--- src/rtl/rlss_pkg.sv ---
// Shared types and constants for the RGB LED strip serializer.
// No dependencies; imported by every module of the block.
package rlss_pkg;

  // Field widths fixed by the item format
  localparam int unsigned TickW     = 16;
  localparam int unsigned ResetW    = 10;
  localparam int unsigned CountW    = 7;
  localparam int unsigned IndexW    = 6;
  localparam int unsigned ColorW    = 24;
  localparam int unsigned BitPosW   = 5;
  localparam int unsigned BitsPerLed = 24;
  localparam int unsigned CfgIdxW   = 3;
  localparam int unsigned CfgDataW  = 16;
  localparam int unsigned InDataW   = 32;
  localparam int unsigned OutDataW  = 8;

  // Configuration register indexes
  localparam logic [CfgIdxW-1:0] CFG_PERIOD_LAST = 3'd0;
  localparam logic [CfgIdxW-1:0] CFG_ONE_HIGH    = 3'd1;
  localparam logic [CfgIdxW-1:0] CFG_ZERO_HIGH   = 3'd2;
  localparam logic [CfgIdxW-1:0] CFG_RESET_PER   = 3'd3;
  localparam logic [CfgIdxW-1:0] CFG_LSB_FIRST   = 3'd4;
  localparam logic [CfgIdxW-1:0] CFG_LED_COUNT   = 3'd5;

  // Opcodes of an input item
  localparam logic [1:0] OP_TICK  = 2'd0;
  localparam logic [1:0] OP_WRITE = 2'd1;
  localparam logic [1:0] OP_START = 2'd2;

  typedef enum logic [1:0] {
    CMD_TICK  = 2'd0,
    CMD_WRITE = 2'd1,
    CMD_START = 2'd2,
    CMD_NOP   = 2'd3
  } cmd_e;

  // Classified item handed from front to back
  typedef struct packed {
    cmd_e              kind;
    logic              wr_ok;
    logic [IndexW-1:0] led_index;
    logic [ColorW-1:0] color;     // red, green, blue from high to low
  } cmd_t;

  typedef enum logic [3:0] {
    PH_IDLE  = 4'b0001,
    PH_LEAD  = 4'b0010,
    PH_DATA  = 4'b0100,
    PH_TRAIL = 4'b1000
  } phase_e;

  typedef struct packed {
    logic [TickW-1:0]  period_last;
    logic [TickW-1:0]  one_high;
    logic [TickW-1:0]  zero_high;
    logic [ResetW-1:0] reset_periods;
    logic              lsb_first;
    logic [CountW-1:0] led_count;
  } cfg_t;

  typedef struct packed {
    logic frame_done;
    logic accepted;
    logic busy;
    logic line_level;
  } result_t;

endpackage

--- src/rtl/rlss_front.sv ---
// Front end: takes input items, decodes the opcode and checks write range.
// Depends on rlss_pkg.
module rlss_front import rlss_pkg::*; #(
  parameter int MAX_LEDS = 64
) (
  input  logic               clk_i,
  input  logic               rst_ni,
  input  logic               in_valid_i,
  output logic               in_ready_o,
  input  logic [InDataW-1:0] in_data_i,
  input  logic [CountW-1:0]  led_count_i,
  output logic               cmd_valid_o,
  input  logic               cmd_ready_i,
  output cmd_t               cmd_o
);

  logic        valid_q, valid_d;
  cmd_t        cmd_q, cmd_d;
  logic [1:0]  op;
  logic [IndexW-1:0] idx;
  logic        take;

  assign op   = in_data_i[1:0];
  assign idx  = in_data_i[7:2];
  assign in_ready_o = !valid_q || cmd_ready_i;
  assign take = in_valid_i && in_ready_o;

  // Classify the item
  always_comb begin
    cmd_d.led_index = idx;
    cmd_d.color     = {in_data_i[15:8], in_data_i[23:16], in_data_i[31:24]};
    cmd_d.wr_ok     = ({1'b0, idx} < led_count_i) && (32'(idx) < MAX_LEDS);
    unique case (op)
      OP_TICK:  cmd_d.kind = CMD_TICK;
      OP_WRITE: cmd_d.kind = CMD_WRITE;
      OP_START: cmd_d.kind = CMD_START;
      default:  cmd_d.kind = CMD_NOP;
    endcase
  end

  always_comb begin
    valid_d = valid_q;
    if (take) begin
      valid_d = 1'b1;
    end else if (cmd_ready_i) begin
      valid_d = 1'b0;
    end
  end

  always_ff @(posedge clk_i or negedge rst_ni) begin
    if (!rst_ni) begin
      valid_q <= 1'b0;
    end else begin
      valid_q <= valid_d;
    end
  end

  always_ff @(posedge clk_i) begin
    if (take) begin
      cmd_q <= cmd_d;
    end
  end

  assign cmd_valid_o = valid_q;
  assign cmd_o       = cmd_q;

endmodule

--- src/rtl/rlss_queue.sv ---
// Two-entry queue of classified items between front and back end.
// Depends on rlss_pkg.
module rlss_queue import rlss_pkg::*; (
  input  logic clk_i,
  input  logic rst_ni,
  input  logic push_valid_i,
  output logic push_ready_o,
  input  cmd_t push_cmd_i,
  output logic pop_valid_o,
  input  logic pop_ready_i,
  output cmd_t pop_cmd_o
);

  cmd_t       entry_q [2];
  logic       wr_ptr_q, wr_ptr_d;
  logic       rd_ptr_q, rd_ptr_d;
  logic [1:0] count_q, count_d;
  logic       push, pop;

  assign push_ready_o = (count_q != 2'd2);
  assign pop_valid_o  = (count_q != 2'd0);
  assign push = push_valid_i && push_ready_o;
  assign pop  = pop_valid_o && pop_ready_i;
  assign pop_cmd_o = entry_q[rd_ptr_q];

  // Pointer and fill bookkeeping
  always_comb begin
    wr_ptr_d = push ? ~wr_ptr_q : wr_ptr_q;
    rd_ptr_d = pop ? ~rd_ptr_q : rd_ptr_q;
    count_d  = count_q + 2'(push) - 2'(pop);
  end

  always_ff @(posedge clk_i or negedge rst_ni) begin
    if (!rst_ni) begin
      wr_ptr_q <= 1'b0;
      rd_ptr_q <= 1'b0;
      count_q  <= 2'd0;
    end else begin
      wr_ptr_q <= wr_ptr_d;
      rd_ptr_q <= rd_ptr_d;
      count_q  <= count_d;
    end
  end

  always_ff @(posedge clk_i) begin
    if (push) begin
      entry_q[wr_ptr_q] <= push_cmd_i;
    end
  end

endmodule

--- src/rtl/rlss_back.sv ---
// Back end: colour store, frame sequencer, bit timing and result register.
// Depends on rlss_pkg.
module rlss_back import rlss_pkg::*; #(
  parameter int MAX_LEDS = 64
) (
  input  logic                clk_i,
  input  logic                rst_ni,
  input  cfg_t                cfg_i,
  input  logic                cmd_valid_i,
  output logic                cmd_ready_o,
  input  cmd_t                cmd_i,
  output logic                out_valid_o,
  input  logic                out_ready_i,
  output logic [OutDataW-1:0] out_data_o
);

  localparam int AW = (MAX_LEDS > 1) ? $clog2(MAX_LEDS) : 1;

  phase_e             phase_q, phase_d;
  logic [CountW-1:0]  led_q, led_d;
  logic [BitPosW-1:0] bit_q, bit_d;
  logic [TickW-1:0]   tick_q, tick_d;
  logic [ResetW-1:0]  rcnt_q, rcnt_d;
  logic               ovalid_q, ovalid_d;
  result_t            res_q, res_d;
  logic               exec;

  // Colour store and current-LED read port
  logic [ColorW-1:0]  mem_q [MAX_LEDS];
  logic               vld_q [MAX_LEDS];
  logic [ColorW-1:0]  rd_data_q, fwd_data_q;
  logic               rd_ok_q, fwd_q;
  logic               we;
  logic [AW-1:0]      waddr, raddr;
  logic               rd_in_range;
  logic [ColorW-1:0]  color;

  // Bit timing helpers
  logic [TickW-1:0]   duty;
  logic [7:0]         bytev;
  logic [2:0]         bitn;
  logic               period_end;
  logic               rdone;
  logic [CountW:0]    next_led;
  logic               last_led;

  assign cmd_ready_o = !ovalid_q || out_ready_i;
  assign exec        = cmd_valid_i && cmd_ready_o;

  assign waddr       = AW'(cmd_i.led_index);
  assign raddr       = AW'(led_d);
  assign rd_in_range = 32'(led_d) < MAX_LEDS;

  always_ff @(posedge clk_i) begin
    if (we) begin
      mem_q[waddr] <= cmd_i.color;
    end
    rd_data_q  <= mem_q[raddr];
    fwd_data_q <= cmd_i.color;
  end

  // Valid bits make unwritten entries read as zero after reset
  always_ff @(posedge clk_i or negedge rst_ni) begin
    if (!rst_ni) begin
      for (int i = 0; i < MAX_LEDS; i++) begin
        vld_q[i] <= 1'b0;
      end
      rd_ok_q <= 1'b0;
      fwd_q   <= 1'b0;
    end else begin
      if (we) begin
        vld_q[waddr] <= 1'b1;
      end
      rd_ok_q <= rd_in_range && vld_q[raddr];
      fwd_q   <= we && rd_in_range && (waddr == raddr);
    end
  end

  assign color = fwd_q ? fwd_data_q : (rd_ok_q ? rd_data_q : '0);

  // Duty of the current bit period
  always_comb begin
    bitn = cfg_i.lsb_first ? bit_q[2:0] : ~bit_q[2:0];
    case (bit_q[4:3])
      2'd0:    bytev = color[15:8];
      2'd1:    bytev = color[23:16];
      default: bytev = color[7:0];
    endcase
    unique case (phase_q)
      PH_LEAD: duty = (rcnt_q == '0) ? (cfg_i.period_last >> 1) : '0;
      PH_DATA: duty = bytev[bitn] ? cfg_i.one_high : cfg_i.zero_high;
      default: duty = '0;
    endcase
  end

  assign period_end = tick_q >= cfg_i.period_last;
  assign rdone      = ({1'b0, rcnt_q} + 11'd1) >= {1'b0, cfg_i.reset_periods};
  assign next_led   = {1'b0, led_q} + 8'd1;
  assign last_led   = (next_led >= {1'b0, cfg_i.led_count}) || (32'(next_led) >= MAX_LEDS);

  // Sequencer
  always_comb begin
    phase_d = phase_q;
    led_d   = led_q;
    bit_d   = bit_q;
    tick_d  = tick_q;
    rcnt_d  = rcnt_q;
    we      = 1'b0;
    res_d   = '0;
    if (exec) begin
      case (cmd_i.kind)
        CMD_TICK: begin
          if (phase_q != PH_IDLE) begin
            res_d.line_level = tick_q < duty;
            if (period_end) begin
              tick_d = '0;
              unique case (phase_q)
                PH_LEAD: begin
                  if (rdone) begin
                    rcnt_d  = '0;
                    led_d   = '0;
                    bit_d   = '0;
                    phase_d = (cfg_i.led_count == '0) ? PH_TRAIL : PH_DATA;
                  end else begin
                    rcnt_d = rcnt_q + 1'b1;
                  end
                end
                PH_DATA: begin
                  if ((6'(bit_q) + 6'd1) >= 6'(BitsPerLed)) begin
                    bit_d = '0;
                    led_d = CountW'(next_led);
                    if (last_led) begin
                      rcnt_d  = '0;
                      phase_d = PH_TRAIL;
                    end
                  end else begin
                    bit_d = bit_q + 1'b1;
                  end
                end
                PH_TRAIL: begin
                  if (rdone) begin
                    rcnt_d           = '0;
                    phase_d          = PH_IDLE;
                    res_d.frame_done = 1'b1;
                  end else begin
                    rcnt_d = rcnt_q + 1'b1;
                  end
                end
                default: ;
              endcase
            end else begin
              tick_d = tick_q + 16'd1;
            end
          end
        end
        CMD_WRITE: begin
          if (cmd_i.wr_ok) begin
            we             = 1'b1;
            res_d.accepted = 1'b1;
          end
        end
        CMD_START: begin
          if (phase_q == PH_IDLE) begin
            phase_d        = PH_LEAD;
            led_d          = '0;
            bit_d          = '0;
            tick_d         = '0;
            rcnt_d         = '0;
            res_d.accepted = 1'b1;
          end
        end
        default: ;
      endcase
      res_d.busy = (phase_d != PH_IDLE);
    end
  end

  // Result register parts the back end from the receiver
  always_comb begin
    ovalid_d = ovalid_q;
    if (cmd_ready_o) begin
      ovalid_d = exec;
    end
  end

  always_ff @(posedge clk_i or negedge rst_ni) begin
    if (!rst_ni) begin
      phase_q  <= PH_IDLE;
      led_q    <= '0;
      bit_q    <= '0;
      tick_q   <= '0;
      rcnt_q   <= '0;
      ovalid_q <= 1'b0;
    end else begin
      phase_q  <= phase_d;
      led_q    <= led_d;
      bit_q    <= bit_d;
      tick_q   <= tick_d;
      rcnt_q   <= rcnt_d;
      ovalid_q <= ovalid_d;
    end
  end

  always_ff @(posedge clk_i) begin
    if (exec) begin
      res_q <= res_d;
    end
  end

  assign out_valid_o = ovalid_q;
  assign out_data_o  = {4'b0000, res_q};

endmodule

--- src/rtl/rgb_led_strip_serializer_unit.sv ---
// Top level of the RGB LED strip serializer: configuration registers,
// front end, item queue and back end. Depends on rlss_pkg and submodules.
//
// Usage: the input stream carries one item per transfer: a tick advances
// the line timing by one tick, a write stores one LED colour, a start
// begins a frame. Every item gives exactly one result item on the output
// stream with the line level for that tick, the busy flag, an accepted
// flag and a frame-done pulse.
// Path: a taken item passes the front register, a queue entry and the result
// register before its result is presented. Throughput is one item per cycle
// while the receiver takes every result; the sequencer updates its state once
// per item in the back end.
// The configuration port writes a register whenever cfg_we_i is high; the user
// must write it only while no items are in flight, as the block does not enforce it.
// Reset clears the frame state, the queue and the per-LED valid bits, so
// every colour reads as zero until written; no clearing pass is needed.
// When the receiver stalls, the result register holds, the queue fills and
// s_axis_tready falls after at most four further items.
module rgb_led_strip_serializer_unit import rlss_pkg::*; #(
  parameter int MAX_LEDS = 64
) (
  input  logic                clk_i,
  input  logic                rst_ni,
  input  logic                cfg_we_i,
  input  logic [CfgIdxW-1:0]  cfg_index_i,
  input  logic [CfgDataW-1:0] cfg_wdata_i,
  input  logic                s_axis_tvalid,
  output logic                s_axis_tready,
  // op[1:0], led_index[7:2], red[15:8], green[23:16], blue[31:24]
  input  logic [InDataW-1:0]  s_axis_tdata,
  output logic                m_axis_tvalid,
  input  logic                m_axis_tready,
  // line_level[0], busy_res[1], accepted[2], frame_done[3], zero[7:4]
  output logic [OutDataW-1:0] m_axis_tdata
);

  cfg_t cfg_q;
  logic fr_valid, fr_ready;
  cmd_t fr_cmd;
  logic q_valid, q_ready;
  cmd_t q_cmd;

  // Configuration registers
  always_ff @(posedge clk_i or negedge rst_ni) begin
    if (!rst_ni) begin
      cfg_q.period_last   <= 16'd104;
      cfg_q.one_high      <= 16'd69;
      cfg_q.zero_high     <= 16'd34;
      cfg_q.reset_periods <= 10'd40;
      cfg_q.lsb_first     <= 1'b1;
      cfg_q.led_count     <= 7'd4;
    end else if (cfg_we_i) begin
      unique case (cfg_index_i)
        CFG_PERIOD_LAST: cfg_q.period_last   <= cfg_wdata_i;
        CFG_ONE_HIGH:    cfg_q.one_high      <= cfg_wdata_i;
        CFG_ZERO_HIGH:   cfg_q.zero_high     <= cfg_wdata_i;
        CFG_RESET_PER:   cfg_q.reset_periods <= cfg_wdata_i[ResetW-1:0];
        CFG_LSB_FIRST:   cfg_q.lsb_first     <= cfg_wdata_i[0];
        CFG_LED_COUNT:   cfg_q.led_count     <= cfg_wdata_i[CountW-1:0];
        default: ;
      endcase
    end
  end

  rlss_front #(
    .MAX_LEDS (MAX_LEDS)
  ) u_front (
    .clk_i       (clk_i),
    .rst_ni      (rst_ni),
    .in_valid_i  (s_axis_tvalid),
    .in_ready_o  (s_axis_tready),
    .in_data_i   (s_axis_tdata),
    .led_count_i (cfg_q.led_count),
    .cmd_valid_o (fr_valid),
    .cmd_ready_i (fr_ready),
    .cmd_o       (fr_cmd)
  );

  rlss_queue u_queue (
    .clk_i        (clk_i),
    .rst_ni       (rst_ni),
    .push_valid_i (fr_valid),
    .push_ready_o (fr_ready),
    .push_cmd_i   (fr_cmd),
    .pop_valid_o  (q_valid),
    .pop_ready_i  (q_ready),
    .pop_cmd_o    (q_cmd)
  );

  rlss_back #(
    .MAX_LEDS (MAX_LEDS)
  ) u_back (
    .clk_i       (clk_i),
    .rst_ni      (rst_ni),
    .cfg_i       (cfg_q),
    .cmd_valid_i (q_valid),
    .cmd_ready_o (q_ready),
    .cmd_i       (q_cmd),
    .out_valid_o (m_axis_tvalid),
    .out_ready_i (m_axis_tready),
    .out_data_o  (m_axis_tdata)
  );

endmodule

--- config.mk ---
export PLATFORM = sky130hd
export DESIGN_NAME = rgb_led_strip_serializer_unit
export DESIGN_NICKNAME = d
export VERILOG_FILES = /design/src/rtl/rlss_pkg.sv /design/src/rtl/rlss_front.sv /design/src/rtl/rlss_queue.sv /design/src/rtl/rlss_back.sv /design/src/rtl/rgb_led_strip_serializer_unit.sv
export SDC_FILE = /design/constraint.sdc
export NUM_CORES = 2
export LEC_CHECK = 0
export ABC_AREA = 1
export BUFFER_PORTS_ARGS = -buffer_cell sky130_fd_sc_hd__buf_2
export CAP_MARGIN = 30
export CELL_PAD_IN_SITES_DETAIL_PLACEMENT = 0
export CELL_PAD_IN_SITES_GLOBAL_PLACEMENT = 1
export CORE_MARGIN = 5
export CORE_UTILIZATION = 30
export CTS_CLUSTER_DIAMETER = 100
export DETAILED_ROUTE_END_ITERATION = 6
export GPL_TIMING_DRIVEN = 1
export PLACE_DENSITY = 0.6
export SLEW_MARGIN = 20
export SYNTH_ARGS = -nofsm -noshare
export SYNTH_HDL_FRONTEND = slang
export SYNTH_SLANG_ARGS = --single-unit
--- constraint.sdc ---
create_clock -name clk_i -period 5.7 [get_ports clk_i]
set_input_delay 0.57 -clock clk_i [delete_from_list [all_inputs] [get_ports clk_i]]
set_output_delay 0.57 -clock clk_i [all_outputs]
set_load 0.1 [all_outputs]
==> flow_summary.toml <==
[clocking]
clkSlewWorstSetupHoldPaths_ps = 60
root_buffer = "clkbuf_16"
h-tree-depth = 4
post_cts_buffers = 0
insertion_delay_ps = 840
cts_tree = "yes"
clock_sinks = 1867
clk_path_buf_depth = 3
numCtsBuffers = 194

[hold_path]
hp-class = "primary input to flop"

[sta]
finClkSkew_ps = 38.8
worst_slew_pin_slew_ps = 1050
relSlewSlack_pct = 30.2
layout_worst_path_cycle_share_pct = 93.8
drv_slew = 0
fin_setup_tns_ps = 0
fmax_mhz = 187
setup_viol = 0
finalCriticalPeriod_ps = 5350
finalHoldViolCount = 0
hold_ws_ps = 80.4

[pwr]
p_leak_nw = 32.3
peakVddDrop_uv = 384
power_density_mw_per_mm2 = 408

[synth]
yosysTopAreaCellShare_pct = 64.0
ys_warn_count = 0
synthCells = 6719
yosys-top-cells-count = "nand2_1 (2,050), edfxtp_1 (1,639), nand3_1 (1,572), inv_1 (224), buf_2 (201)"
synth_edf_count = 1639
synth-main-ff-cell = "edfxtp_1"
async_reset_ff_share_pct = 9.64
synth-seq-cells = 1867
synth_most_common_cell = "nand2_1"
synth-seq-area-share_pct = 71.1
synth_area_mm2 = 0.0769
syn_avg_cell_area_um2 = 11.4
synthTopCellsByArea = "edfxtp_1 (64%), nand3_1 (10%), nand2_1 (10%)"
synth_cell_types = 53
yosysTopAreaCell = "edfxtp_1"

[final_layout]
seq_area_mm2 = 0.0547
final_net_count = 6963
area_growth_pct = 15.5
num-fill-cells = 25086
multi_input_area_mm2 = 0.0195
drive_gt1_share_pct = 10.4

[setup_path]
worstPathRequired_ps = 6470
worstSetupPathType = "flop to flop"
endpoint_kind = "flop"
arrival_ps = 6120
slowest_stage = "nand3_1"
cp_num_buf_inv = 6
worstPathMaxFanout = 72
cp_top_family = "simple AND/OR/NAND/NOR gates"
start_kind = "flop"
slowest_delay_ps = 420
crit_top_cell = "nand2_1"

[routing]
num_vias = 51400
via_per_inst = 4.95
ant_nets = 0
drt_wl_total_um = 241000
first_iter_violations = 5271
drcViolationCount = 0
post_drt_wl_per_cell_um = 23.2
drtPass1Iterations = 6

[global_route]
antenna_found_initial = 16
grtUsageTotal_pct = 17.6
grt_pass1_vias = 49612
overflow = 0
grt_max_degree = 160
grt_first_pass_wirelength_um = 349000

[placed_design]
hpwl_um = 135000
gp_congestion = 0.789
port_buffers = 61

[floorplan]
initial_core_util_pct = 30.2
pin_count = 66
die_area_mm2 = 0.267
coreArea_mm2 = 0.255
fp.dieW_um = 516
die_y_um = 516
num_rows = 185

[run]
maxCapViolations = 0

[run_status]
status = "finished clean"
[per-layer routing]
metal  wire length, um  part of all wire [%]  track usage, %
met1            108000                    45            25.1
met2            110000                    46            28.1
met3             16000                   6.6            2.71
met4              6210                   2.6            4.85
met5                27                 0.011               0
[power by group]
group	switching (mW)	internal, mW	leakage, nW
registers	0.244	17.5	17.3
clock network	5.43	7.29	3.10
logic	4.81	0.989	12.0
[worst reg2reg max path, delay by kind of cell (launching register included)]
kind	cells	cell delay, ps
AND/OR/NAND/NOR	22	2850
buffers and inverters	6	1350
flip-flops	1	380
adder cells (fa/ha/maj)	1	270
AO/OA/AOI/OAI	2	240
XOR/XNOR	1	190
[flip-flops by register name (all words and copies together), names as in the netlist, 5 cells and up]
| signal | cells |
|---|---|
| u_back.mem_q | 1536 |
| cfg_q | 66 |
| u_queue.entry_q | 66 |
| u_back.vld_q | 64 |
| u_front.cmd_o | 33 |
| u_back.fwd_data_q | 24 |
| u_back.rd_data_q | 24 |
| u_back.tick_q | 16 |
| u_back.rcnt_q | 10 |
| u_back.led_q | 7 |
| u_back.bit_q | 5 |
[cells by family after synthesis]
logic type / count (synthesis) / share of synthesized area (%)
AO/OA/AOI/OAI: 279 / 1.95
XOR/XNOR: 26 / 0.296
adder cells (fa/ha/maj): 64 / 1.04
buffers and inverters: 640 / 4.04
flip-flops: 1867 / 71.1
multiplexers: 2 / 0.0260
other: 1 / 0.00488
AND/OR/NAND/NOR: 3840 / 21.5
[metrics by stage]
step	cell area, um^2	total power [mW]	setup slack, ps	std cells	utilization [%]
finish	88900	36.3	354	10378	34.9
global route	88900	37.6	-24.4	10377	34.9
CTS	88800	36.5	128	10374	34.9
detailed placement	82000	23.8	144	9970	32.2
global placement	81700	23.6	2.21	9958	32.1
floorplan	76900	20.8	2020	6722	-
[final cells by class]
class	count	share of cell area [%]
inverters	237	1.04
repair buffers	328	3.53
clock buffers	256	6.03
multi-input cells	4215	22.0
well taps	3366	4.74
clock inverters	107	1.14
flip-flops and latches	1867	61.6
diodes	2	0.00563
[timing repair]
item,CTS,global route
gates resized for setup,0,8
endpoints found under the setup margin,0,7
endpoints found under the hold margin,68,0
hold buffers,41,0
[cells in the final DEF (no fill, tap or decap), drive strengths merged, types with 58 or more instances in the layout]
| cell | count |
|---|---|
| edfxtp | 1639 |
| buf | 286 |
| clkinv | 76 |
| nand2 | 2060 |
| a21oi | 58 |
| inv | 242 |
| dfrtp | 167 |
| ha | 64 |
| nor2 | 157 |
| clkbuf | 257 |
| o21ai | 179 |
| nand3 | 1573 |
[worst paths after layout]
path	from	to	slack, ps	cells past startpoint
max	u_back.rcnt_q[0]$_DFFE_PN0P_	u_back.rd_data_q[10]$_DFF_P_	350	32
min	cfg_wdata_i[4]	cfg_q[12]$_DFFE_PN0P_	80	3
max reg2reg	u_back.rcnt_q[0]$_DFFE_PN0P_	u_back.rd_data_q[10]$_DFF_P_	350	32
min reg2reg	u_front.cmd_o[29]$_DFFE_PP_	u_queue.entry_q[1][29]$_DFFE_PP_	450	0
max in group asynchronous	rst_ni	u_back.vld_q[4]$_DFFE_PN0P_	4290	3
min in group asynchronous	rst_ni	cfg_q[64]$_DFFE_PN0P_	160	2
No activity file was read; power rests on OpenSTA's default activity.
